==> src/sv/assert_macros.svh <==
// assertion helpers shared by the rtl files
`ifndef ASSERT_MACROS_SVH
`define ASSERT_MACROS_SVH

`ifndef SYNTHESIS
// checked on every rising edge, quiet while reset is asserted
`define ASSERT_CHK(lbl, prop, msg) \
  lbl: assert property (@(posedge clk_i) disable iff (!rst_ni) (prop)) else $error(msg);
// checked on every rising edge, reset included
`define ASSERT_ALWAYS(lbl, prop, msg) \
  lbl: assert property (@(posedge clk_i) (prop)) else $error(msg);
`else
`define ASSERT_CHK(lbl, prop, msg)
`define ASSERT_ALWAYS(lbl, prop, msg)
`endif

`endif

==> src/sv/dsm_pkg.sv <==
package dsm_pkg;

  localparam int unsigned BYTE_W        = 8;
  localparam int unsigned LEN_W         = 6;
  localparam int unsigned POS_W         = 32;
  localparam int unsigned WORD_W        = 64;
  localparam int unsigned NUM_WORDS     = 4;
  localparam int unsigned PAT_BYTES     = 32;
  localparam int unsigned ALPHABET_SIZE = 256;
  localparam int unsigned CFG_IDX_W     = 3;

  // configuration register indexes
  typedef enum logic [CFG_IDX_W-1:0] {
    CFG_LENGTH = 3'd0,
    CFG_WORD0  = 3'd1,
    CFG_WORD1  = 3'd2,
    CFG_WORD2  = 3'd3,
    CFG_WORD3  = 3'd4
  } cfg_idx_e;

  typedef struct packed {
    logic [BYTE_W-1:0] text_byte;
    logic              last_of_text;
  } in_item_t;

  typedef struct packed {
    logic             match_found;
    logic [POS_W-1:0] match_start;
  } out_item_t;

  // table builder status seen by the matching core
  typedef struct packed {
    logic             busy;
    logic [LEN_W-1:0] act_len;
  } status_t;

endpackage

==> src/sv/dsm_border.sv <==
`include "assert_macros.svh"

module dsm_border #(
  parameter int unsigned LIM = 32
) (
  input  logic                                clk_i,
  input  logic                                rst_ni,
  input  logic                                cfg_valid_i,
  input  logic [dsm_pkg::CFG_IDX_W-1:0]       cfg_index_i,
  input  logic [dsm_pkg::WORD_W-1:0]          cfg_data_i,
  output dsm_pkg::status_t                    status_o,
  output logic [LIM-1:0][dsm_pkg::BYTE_W-1:0] pat_o,
  output logic [LIM-1:0][LIM-1:0]             border_o
);
  import dsm_pkg::*;

  localparam int unsigned RW = $clog2(LIM + 1);
  localparam int unsigned IW = (LIM > 1) ? $clog2(LIM) : 1;

  logic [LEN_W-1:0]                len_q;
  logic [NUM_WORDS-1:0][WORD_W-1:0] words_q;
  logic                            busy_q;
  logic [RW-1:0]                   row_q;
  logic [RW-1:0]                   row_m1;
  logic [IW-1:0]                   row_idx;
  logic [LIM-1:0]                  prev_q;
  logic [LIM-1:0]                  new_row;
  logic [BYTE_W-1:0]               last_byte;
  logic [LIM-1:0][LIM-1:0]         border_q;
  logic                            word_wr;

  // configuration registers
  always_ff @(posedge clk_i or negedge rst_ni) begin
    if (!rst_ni) begin
      len_q   <= LEN_W'(1);
      words_q <= '0;
    end else if (cfg_valid_i) begin
      unique case (cfg_index_i)
        CFG_LENGTH: len_q      <= cfg_data_i[LEN_W-1:0];
        CFG_WORD0:  words_q[0] <= cfg_data_i;
        CFG_WORD1:  words_q[1] <= cfg_data_i;
        CFG_WORD2:  words_q[2] <= cfg_data_i;
        CFG_WORD3:  words_q[3] <= cfg_data_i;
        default: ;
      endcase
    end
  end

  assign word_wr = cfg_valid_i && (cfg_index_i == CFG_WORD0 || cfg_index_i == CFG_WORD1 ||
                                   cfg_index_i == CFG_WORD2 || cfg_index_i == CFG_WORD3);

  // pattern bytes unpacked from the words
  for (genvar i = 0; i < LIM; i++) begin : g_pat
    assign pat_o[i] = words_q[i/8][(i%8)*BYTE_W +: BYTE_W];
  end

  // active length: zero acts as one, clamp to table size
  always_comb begin
    status_o.busy = busy_q;
    if (len_q == '0) begin
      status_o.act_len = LEN_W'(1);
    end else if (len_q > LEN_W'(LIM)) begin
      status_o.act_len = LEN_W'(LIM);
    end else begin
      status_o.act_len = len_q;
    end
  end

  // next border row: prefix j of row r extends prefix j-1 of row r-1
  assign row_m1    = row_q - RW'(1);
  assign row_idx   = row_m1[IW-1:0];
  assign last_byte = pat_o[row_idx];

  always_comb begin
    new_row    = '0;
    new_row[0] = 1'b1;
    for (int j = 1; j < LIM; j++) begin
      new_row[j] = prev_q[j-1] & (pat_o[j-1] == last_byte);
    end
  end

  // build sweep, one row a cycle, restarted by every pattern write
  always_ff @(posedge clk_i or negedge rst_ni) begin
    if (!rst_ni) begin
      busy_q <= 1'b1;
      row_q  <= RW'(1);
      prev_q <= LIM'(1);
    end else if (word_wr) begin
      busy_q <= 1'b1;
      row_q  <= RW'(1);
      prev_q <= LIM'(1);
    end else if (busy_q) begin
      prev_q <= new_row;
      if (row_q == RW'(LIM)) begin
        busy_q <= 1'b0;
      end else begin
        row_q <= row_q + RW'(1);
      end
    end
  end

  // border table rows 1..LIM
  always_ff @(posedge clk_i) begin
    if (busy_q && !word_wr) begin
      border_q[row_idx] <= new_row;
    end
  end

  assign border_o = border_q;

  `ASSERT_CHK(a_row_range, busy_q |-> (row_q != '0 && row_q <= RW'(LIM)),
              "build row out of range")
  `ASSERT_CHK(a_done_last_row, $fell(busy_q) |-> $past(row_q) == RW'(LIM),
              "build ended before the last row")
  `ASSERT_CHK(a_restart, word_wr |=> busy_q && row_q == RW'(1),
              "pattern write did not restart the build")

endmodule

==> src/sv/dsm_core.sv <==
`include "assert_macros.svh"

module dsm_core #(
  parameter int unsigned LIM = 32
) (
  input  logic                                clk_i,
  input  logic                                rst_ni,
  input  dsm_pkg::status_t                    status_i,
  input  logic [LIM-1:0][dsm_pkg::BYTE_W-1:0] pat_i,
  input  logic [LIM-1:0][LIM-1:0]             border_i,
  input  logic                                in_valid_i,
  output logic                                in_stall_o,
  input  dsm_pkg::in_item_t                   in_data_i,
  output logic                                out_valid_o,
  input  logic                                out_stall_i,
  output dsm_pkg::out_item_t                  out_data_o
);
  import dsm_pkg::*;

  localparam int unsigned IW = (LIM > 1) ? $clog2(LIM) : 1;
  localparam logic [BYTE_W:0] ALPH_EXT = (BYTE_W + 1)'(ALPHABET_SIZE);

  logic             s0_valid_q;
  in_item_t         s0_data_q;
  logic             out_valid_q;
  out_item_t        out_data_q;
  logic [LEN_W-1:0] state_q;
  logic [POS_W-1:0] pos_q;
  logic             adv;
  logic             take;
  logic [LEN_W-1:0] m;
  logic [LEN_W-1:0] q_eff;
  logic [LEN_W-1:0] q_m1;
  logic [LIM-1:0]   row;
  logic [LIM-1:0]   cand;
  logic [LEN_W-1:0] k;
  logic             hit;

  // handshake: input register moves on when the result register frees up and no build runs
  assign adv        = s0_valid_q && !status_i.busy && (!out_valid_q || !out_stall_i);
  assign in_stall_o = status_i.busy || (s0_valid_q && !adv);
  assign take       = in_valid_i && !in_stall_o;

  // input register
  always_ff @(posedge clk_i or negedge rst_ni) begin
    if (!rst_ni) begin
      s0_valid_q <= 1'b0;
    end else if (take) begin
      s0_valid_q <= 1'b1;
    end else if (adv) begin
      s0_valid_q <= 1'b0;
    end
  end

  always_ff @(posedge clk_i) begin
    if (take) begin
      s0_data_q <= in_data_i;
    end
  end

  // current state, restarted from zero if above the length in use
  assign m     = status_i.act_len;
  assign q_eff = (state_q > m) ? '0 : state_q;
  assign q_m1  = q_eff - LEN_W'(1);

  // border row of the current state
  always_comb begin
    row = '0;
    if (q_eff == '0) begin
      row[0] = 1'b1;
    end else begin
      row = border_i[q_m1[IW-1:0]];
    end
  end

  // longest prefix that the new byte extends
  always_comb begin
    for (int j = 0; j < LIM; j++) begin
      cand[j] = row[j] & (pat_i[j] == s0_data_q.text_byte) & (LEN_W'(j) < m);
    end
    k = '0;
    for (int j = 0; j < LIM; j++) begin
      if (cand[j]) begin
        k = LEN_W'(j + 1);
      end
    end
    if ({1'b0, s0_data_q.text_byte} >= ALPH_EXT) begin
      k = '0;
    end
  end

  assign hit = (k == m);

  // automaton state and byte position
  always_ff @(posedge clk_i or negedge rst_ni) begin
    if (!rst_ni) begin
      state_q <= '0;
      pos_q   <= '0;
    end else if (adv) begin
      if (s0_data_q.last_of_text) begin
        state_q <= '0;
        pos_q   <= '0;
      end else begin
        state_q <= k;
        if (pos_q != '1) begin
          pos_q <= pos_q + POS_W'(1);
        end
      end
    end
  end

  // result register
  always_ff @(posedge clk_i or negedge rst_ni) begin
    if (!rst_ni) begin
      out_valid_q <= 1'b0;
    end else if (adv) begin
      out_valid_q <= 1'b1;
    end else if (!out_stall_i) begin
      out_valid_q <= 1'b0;
    end
  end

  always_ff @(posedge clk_i) begin
    if (adv) begin
      out_data_q.match_found <= hit;
      out_data_q.match_start <= hit ? (pos_q - POS_W'(m) + POS_W'(1)) : '0;
    end
  end

  assign out_valid_o = out_valid_q;
  assign out_data_o  = out_data_q;

  `ASSERT_CHK(a_busy_stalls, status_i.busy |-> in_stall_o && !adv,
              "item moved while the table was being built")
  `ASSERT_CHK(a_state_range, state_q <= LEN_W'(LIM),
              "automaton state above table size")
  `ASSERT_CHK(a_last_clears, adv && s0_data_q.last_of_text |=> state_q == '0 && pos_q == '0,
              "end of text did not clear state")
  `ASSERT_CHK(a_no_hit_zero, out_valid_q && !out_data_q.match_found |->
              out_data_q.match_start == '0, "start position set without a match")

endmodule

==> src/sv/dfa_string_matcher.sv <==
// exact single-pattern matcher over a byte stream
//
// input channel: one text byte per item plus a last-of-text flag, valid/stall.
// output channel: one result per item, a match flag and the start position
// of the occurrence that ends at that byte, valid/stall.
// config channel: valid/ready, always ready; index 0 is the pattern length,
// indexes 1 to 4 the pattern words, higher indexes are ignored.
//
// an accepted item waits in the input register, its result in the result
// register. throughput: one item per cycle unless a build runs or the
// receiver stalls, set by the automaton state feedback through the border
// row select and the prefix priority pick. reset, and every pattern word
// write, starts a build of the border table, one row per cycle; input stall
// stays high meanwhile. state and position reset to zero, length to one,
// pattern to zero. a stalled receiver holds the result register; one more
// item can wait in the input register, after which the input is stalled.
module dfa_string_matcher #(
  parameter int unsigned MAX_PATTERN = 32
) (
  input  logic                          clk_i,
  input  logic                          rst_ni,
  input  logic                          in_valid_i,
  output logic                          in_stall_o,
  input  dsm_pkg::in_item_t             in_data_i,
  output logic                          out_valid_o,
  input  logic                          out_stall_i,
  output dsm_pkg::out_item_t            out_data_o,
  input  logic                          cfg_valid_i,
  output logic                          cfg_ready_o,
  input  logic [dsm_pkg::CFG_IDX_W-1:0] cfg_index_i,
  input  logic [dsm_pkg::WORD_W-1:0]    cfg_data_i
);
  import dsm_pkg::*;

  localparam int unsigned LIM = (MAX_PATTERN < PAT_BYTES) ? MAX_PATTERN : PAT_BYTES;

  status_t                     status;
  logic [LIM-1:0][BYTE_W-1:0]  pat;
  logic [LIM-1:0][LIM-1:0]     border;

  assign cfg_ready_o = 1'b1;

  // configuration and border table builder
  dsm_border #(
    .LIM (LIM)
  ) u_border (
    .clk_i       (clk_i),
    .rst_ni      (rst_ni),
    .cfg_valid_i (cfg_valid_i),
    .cfg_index_i (cfg_index_i),
    .cfg_data_i  (cfg_data_i),
    .status_o    (status),
    .pat_o       (pat),
    .border_o    (border)
  );

  // matching pipeline
  dsm_core #(
    .LIM (LIM)
  ) u_core (
    .clk_i       (clk_i),
    .rst_ni      (rst_ni),
    .status_i    (status),
    .pat_i       (pat),
    .border_i    (border),
    .in_valid_i  (in_valid_i),
    .in_stall_o  (in_stall_o),
    .in_data_i   (in_data_i),
    .out_valid_o (out_valid_o),
    .out_stall_i (out_stall_i),
    .out_data_o  (out_data_o)
  );

endmodule

==> config.mk <==
export PLATFORM = sky130hd
export DESIGN_NAME = dfa_string_matcher
export DESIGN_NICKNAME = d
export VERILOG_FILES = /design/src/sv/dsm_pkg.sv /design/src/sv/dsm_border.sv /design/src/sv/dsm_core.sv /design/src/sv/dfa_string_matcher.sv
export VERILOG_INCLUDE_DIRS = /design/src /design/src/sv
export SDC_FILE = /design/constraint.sdc
export NUM_CORES = 2
export LEC_CHECK = 0
export BUFFER_PORTS_ARGS = -buffer_cell sky130_fd_sc_hd__buf_2
export CAP_MARGIN = 40
export CORE_ASPECT_RATIO = 0.75
export CORE_UTILIZATION = 60
export CTS_CLUSTER_DIAMETER = 60
export CTS_CLUSTER_SIZE = 8
export DETAILED_ROUTE_END_ITERATION = 7
export PLACE_DENSITY = 0.77
export REMOVE_ABC_BUFFERS = 1
export SLEW_MARGIN = 0
export SYNTH_ARGS = -nofsm -noshare
export SYNTH_HDL_FRONTEND = slang
export SYNTH_HIERARCHICAL = 1
export SYNTH_SLANG_ARGS = --single-unit
==> constraint.sdc <==
create_clock -name clk_i -period 9.2 [get_ports clk_i]
set_clock_uncertainty 0.05 [all_clocks]
set_input_delay 1.84 -clock clk_i [delete_from_list [all_inputs] [get_ports clk_i]]
set_output_delay 1.84 -clock clk_i [all_outputs]
set_load 0.005 [all_outputs]
# Word-level counts from Yosys, hierarchy flattened
# Cells that the tools add are included.
[word_totals]
reg_bits = 1406
out_inout_bits = 36
inputBits = 81
elab_cells = 348
[classes]
bitwise = 95
muxes = 59
n_lt_le_gt_ge = 37
eq_ne = 72
n_reduce_logical = 31
add_sub_neg = 6
[ops]
columns = ["operator", "count"]
rows = [
  ["1024-bit bitwise mux", 1],
  ["8-bit == test", 63],
  ["32-bit binary-select mux with 5-bit select", 1],
  ["32-bit demux with 5-bit select", 1],
  ["32-bit two-way mux", 4],
  ["5-bit by 6-bit < comparator with 1-bit output (first input constant)", 16],
  ["1-bit AND", 95],
  ["31-bit two-way mux", 3],
  ["5-bit two-way mux", 16],
  ["32-bit by 1-bit adder with 32-bit output (second input constant)", 2],
  ["4-bit by 6-bit < comparator with 1-bit output (first input constant)", 8],
  ["6-bit two-way mux", 8],
  ["8-bit binary-select mux with 5-bit select", 1],
  ["4-bit two-way mux", 8],
  ["32-bit != test (second input constant)", 1],
  ["32-bit by 6-bit subtractor with 32-bit output", 1],
  ["3-bit by 6-bit < comparator with 1-bit output (first input constant)", 4],
  ["2-bit AND reduction", 7],
  ["6-bit zero test", 2],
  ["1-bit by 6-bit < comparator with 1-bit output (first input constant)", 2],
  ["2-bit by 6-bit < comparator with 1-bit output (first input constant)", 2],
  ["5-bit by 6-bit < comparator with 1-bit output (second input constant)", 2],
  ["3-bit two-way mux", 4],
  ["5-bit by 1-bit subtractor with 5-bit output (second input constant)", 2],
  ["other kinds (18)", 46],
]

# Depth between registers and ports, before layout
[depth]
ltp_word = 44
mapped_depth = 30
ltp_nobuf = 22

# By module
# Netlist, hierarchy kept.
[by_module_without_submodules]
columns = ["mod", "n_inst", "seq_area_each_um2", "area_per_inst_um2", "cells_per_inst"]
rows = [
  ["dsm_border", 1, 37274.5, 47242.8, 2357],
  ["dsm_core", 1, 2262.2, 18108.6, 1777],
  ["dfa_string_matcher", 1, 0.0, 11.3, 2],
]

# Least setup slack after synthesis
# OpenSTA, ideal clock, no wires.
[synth_path]
kind = "reg-to-reg"
start = "register u_border.len_q[5]"
end = "register u_core.out_data_q, in the netlist u_core/out_data_o[19] (data pin)"
synth_period_minus_slack_ns = 6.398
n_path_buf = 9
path_slack_ns = 2.802
setup_ns = 0.255
required_time_ns = 8.895
stages_incl_launch_ff = 29
t_arrival_ns = 6.093
path_cell_list = "dfrtp_1 -> nor2b_1 -> clkbuf_1 -> inv_1 -> ha_1 -> a211o_1 -> o211ai_1 -> a41o_1 -> buf_6 -> buf_6 -> buf_4 -> inv_2 -> ha_1 -> clkbuf_1 -> buf_1 -> clkbuf_1 -> clkbuf_1 -> mux4_2 -> mux2i_1 -> nor3_1 -> a211oi_1 -> nand2_1 -> nor4_2 -> o21ai_1 -> and3_1 -> o221a_2 -> nand4b_4 -> buf_4 -> nor2_1"
[synth_rtl]
columns = ["item", "line_no", "source"]
rows = [
  ["start: declaration", "dsm_border.sv:20", "logic [LEN_W-1:0] len_q;"],
  ["start signal: assignment", "dsm_border.sv:39", "CFG_LENGTH: len_q <= cfg_data_i[LEN_W-1:0];"],
  ["end: declaration", "dsm_core.sv:26", "out_item_t out_data_q;"],
]

==> impl_results.md <==
- Status: complete, but fails checks
- Failing checks: design-rule violations
- PD cells: 324.4 nW/um2
- Hold Path Stages: 1
- Share of post-route cells with drive strength above 1: 26.87%
- Clock Latency Late Sink: ~800 ps
- Synth Instances: approximately 4100
- Slew Limit Fails: 0
- Reg2reg start: u_border/len_q[5]
- Worst vdd ir: 0.3443 mV
- Fillers: around 6900
- Synth unique cells: 98
- EDFF count, synth: between 1000 and 1500
- Fmax: roughly 120 MHz
- DR vias/cell: 6.835
- Remaining global-route overflow: 0
- Vias in the first global route: approximately 40000
- CTS tree: done
- WHS Endpoint: u_core/s0_valid_q
- Worst reg2reg path depth: 20
- R2R setup slack: 630 ps
- Crit Path Class: reg -> reg
- Die X: roughly 380 um
- Drt wl/cell: 32.23 um
- Via count: 40050
- CTS H-tree depth: 4
- CP Max Fanout: 54
- Util after Layout: roughly two thirds
- Clk sinks: 1373
- Period utilization: 93.12%
- Worst reg2reg endpoint: u_core/out_data_o[31]
- Postcts setup bufs: 0
- Die Y: 287.8 um
- Drt pass-1 iters: 8
- # Max-Cap Violations: 0
- Nets: roughly 4500
- Final Routed Wirelength: roughly 190000 um
- Gpl congestion: ~0.95
- Total track usage: 34.79%
- Setup TNS: 0 ps
- Area delta synth->final: 12.78%
- Slew headroom: 33.99%
- Dpl hpwl: roughly 120000 um
- Worst-path clk slew: about 50 ps
- Post-route DRC: 18
- Crit path max-delay cell type: ha_4
- Async set-reset flop share out of synthesis: 24.69%
- Worst Min Path Start: u_core/s0_valid_q
- Hold buffer count at CTS: 0
- Crit end category: flop
- Mapped Avg Cell Area: 15.80 um2
- HP Class: reg -> reg
- Row count: 104
- Num CTS Buffers: 190
- WHS: 450.0 ps
- Req. time, crit path: 9730 ps
- Startpoint types: flop
- Top-Level Pins: 117
- Setup violators final: 0
- Crit-path cells: nor2b_1, inv_1, ha_1, a211o_1, o211ai_1, a41o_4, inv_2, ha_4, buf_12, mux4_2, mux2i_1, mux2i_1, a31oi_1, nand4_1, a2111oi_0, nor4b_2, mux2i_1, o211ai_1, nand4b_4, a2111oi_2
- Detail Route Antenna Nets: 0
- Synth Flop Type: edfxtp_1
- Largest net degree at the start of global routing: 151
- Die footprint: between 100000 and 150000 um2
- # port buffers: 115
- Clk buf depth: 3
- CTS Root Cell: clkbuf_16
- Most used cell, CP: mux2i_1
- CP bufs+invs: 3
- First-pass GRT wire length: 274600 um
- Slowest Stage Delay on Critical Path: 880 ps
- Worst EP arrival: 9100 ps
- Final Hold Fails: 0
- Initial DRC count: between 5000 and 6000
- Initial Utilization: 60.74%
- Measured slew at the worst slew-check pin: 981.1 ps
- Initial antenna violation count: 8
- Core Footprint: 107600 um2
- Synth Warn #: 6
- RSZ-0062 raised after global routing: no
- PostCTS Resize Cnt: 0
- Cell family with most CP delay: compound AO/OA/AOI/OAI gates
- Seq cells post-synth: 1373
- Static Leak: 27.07 nW
- Minimum clock period: 8567 ps
- Synthesized area: about 65000 um2
- Sequential element share of the synthesized area: about three fifths
==> worst max path at each step <==
stage,startpoint,endpoint,depth (start not counted)
floorplan,u_border/len_q[5],u_core/out_data_o[31],19
global placement,u_border/len_q[5],u_core/out_data_o[31],20
detailed placement,u_border/len_q[5],u_core/out_data_o[31],21
CTS,u_border/len_q[5],u_core/out_data_o[31],20
global route,u_border/len_q[5],u_core/out_data_o[31],20
finish,u_border/len_q[5],u_core/out_data_o[31],20
==> layer usage <==
layer / share of wire [%] / track usage, %
met1: 38 / 49.26
met2: 44 / 51.14
met4: 3.2 / 11.91
met3: 14 / 11.21
met5: 0.030 / 0
==> final cells by class <==
cell class              count  area (um2)  share of cell area, %
well taps                1431        1790                  2.429
multi-input cells        2468       24720                  33.53
flip-flops and latches   1373       39540                  53.64
repair buffers            272        2237                  3.035
inverters                  61       229.0                 0.3106
clock inverters            16       269.0                 0.3649
diodes                      3       7.507                0.01018
clock buffers             235        4923                  6.679
==> synth_stat cells (8+ instances only) <==
library cell | count | area share (%)
and3_1 | 18 | 0.17
nor4_1 | 47 | 0.45
buf_1 | 13 | 0.075
inv_1 | 60 | 0.34
nand4_1 | 72 | 0.69
nor4_2 | 20 | 0.38
nor2b_1 | 21 | 0.20
nand3_1 | 82 | 0.63
xnor2_1 | 162 | 2.2
or3_1 | 21 | 0.20
and2_1 | 14 | 0.13
a31oi_1 | 19 | 0.18
nor2_1 | 174 | 1.0
ha_1 | 75 | 1.4
mux4_2 | 310 | 11
nand2b_1 | 16 | 0.15
dfrtp_1 | 336 | 13
edfxtp_1 | 1034 | 48
buf_4 | 63 | 0.72
a21o_1 | 30 | 0.34
o211ai_1 | 11 | 0.13
mux2i_1 | 189 | 2.9
nor3b_1 | 25 | 0.29
mux2_2 | 264 | 4.5
o31ai_2 | 9 | 0.17
nand3b_1 | 11 | 0.13
buf_2 | 59 | 0.45
buf_6 | 27 | 0.47
o22ai_1 | 20 | 0.19
xor2_1 | 390 | 5.2
a21oi_1 | 44 | 0.34
o21ai_1 | 8 | 0.061
clkbuf_1 | 97 | 0.56
o21ai_0 | 53 | 0.41
nor3_1 | 61 | 0.47
a211oi_1 | 13 | 0.15
nand2_1 | 121 | 0.69
==> cells by family (layout without fill, tap and decap cells) <==
kind of cell    count (synthesis)  count (layout)  synth area share, %
flops                        1373            1373                60.49
mux                           771             771                18.44
simple gates                  743             743                6.196
xor+xnor                      557             557                7.521
buf+inv                       326             584                2.757
compound gates                288             288                3.120
fa+ha+maj                      76              76                1.466
other cells                     2              36              0.01149
==> power by group <==
part / internal [mW] / switching, mW
combinational: 3.76 / 6.00
sequential: 7.23 / 0.632
clock: 3.71 / 2.59
total: 14.7 / 9.22
==> per-stage QoR <==
stage	setup slack (ps)	power [mW]	instance area, um2	std cells
2_1_floorplan	-11990	14.61	63910	3902
3_3_place_gp	1082	17.12	67910	5576
3_5_place_dp	965.3	17.32	68490	5603
4_1_cts	826.2	23.71	73690	5854
5_1_grt	366.8	24.63	73710	5856
6_report	632.8	23.91	73710	5859
==> registers in the layout (all words and copies together), names as in the netlist <==
name	count
u_core/state_q	6
u_border/pat_o	256
u_core/out_data_o	33
u_core/out_valid_o	1
u_border/busy_q	1
u_border/row_q	6
u_border/len_q	6
u_border/border_o	992
u_core/s0_valid_q	1
u_core/s0_data_q	9
u_border/prev_q	30
u_core/pos_q	32
==> cells in the final DEF (no fill, tap or decap), types with 33 or more instances in the layout <==
| master | synthesis | routed |
|---|---|---|
| conb_1 | 2 | 33 |
| buf_4 | 63 | 121 |
| edfxtp_1 | 1034 | 1034 |
| mux2_2 | 264 | 264 |
| nand2_1 | 121 | 121 |
| ha_1 | 75 | 73 |
| o21ai_0 | 53 | 53 |
| mux4_2 | 310 | 310 |
| dfrtp_1 | 336 | 336 |
| nor2_1 | 174 | 128 |
| nor2_4 | 0 | 34 |
| xor2_1 | 390 | 389 |
| mux2i_1 | 189 | 188 |
| nand4_1 | 72 | 72 |
| nand3_1 | 82 | 81 |
| nor3_1 | 61 | 61 |
| buf_2 | 59 | 116 |
| nor4_1 | 47 | 46 |
| inv_1 | 60 | 59 |
| clkbuf_1 | 97 | 45 |
| xnor2_1 | 162 | 162 |
| clkbuf_16 | 0 | 190 |
| a21oi_1 | 44 | 44 |
(Power assumes the default switching activity.)
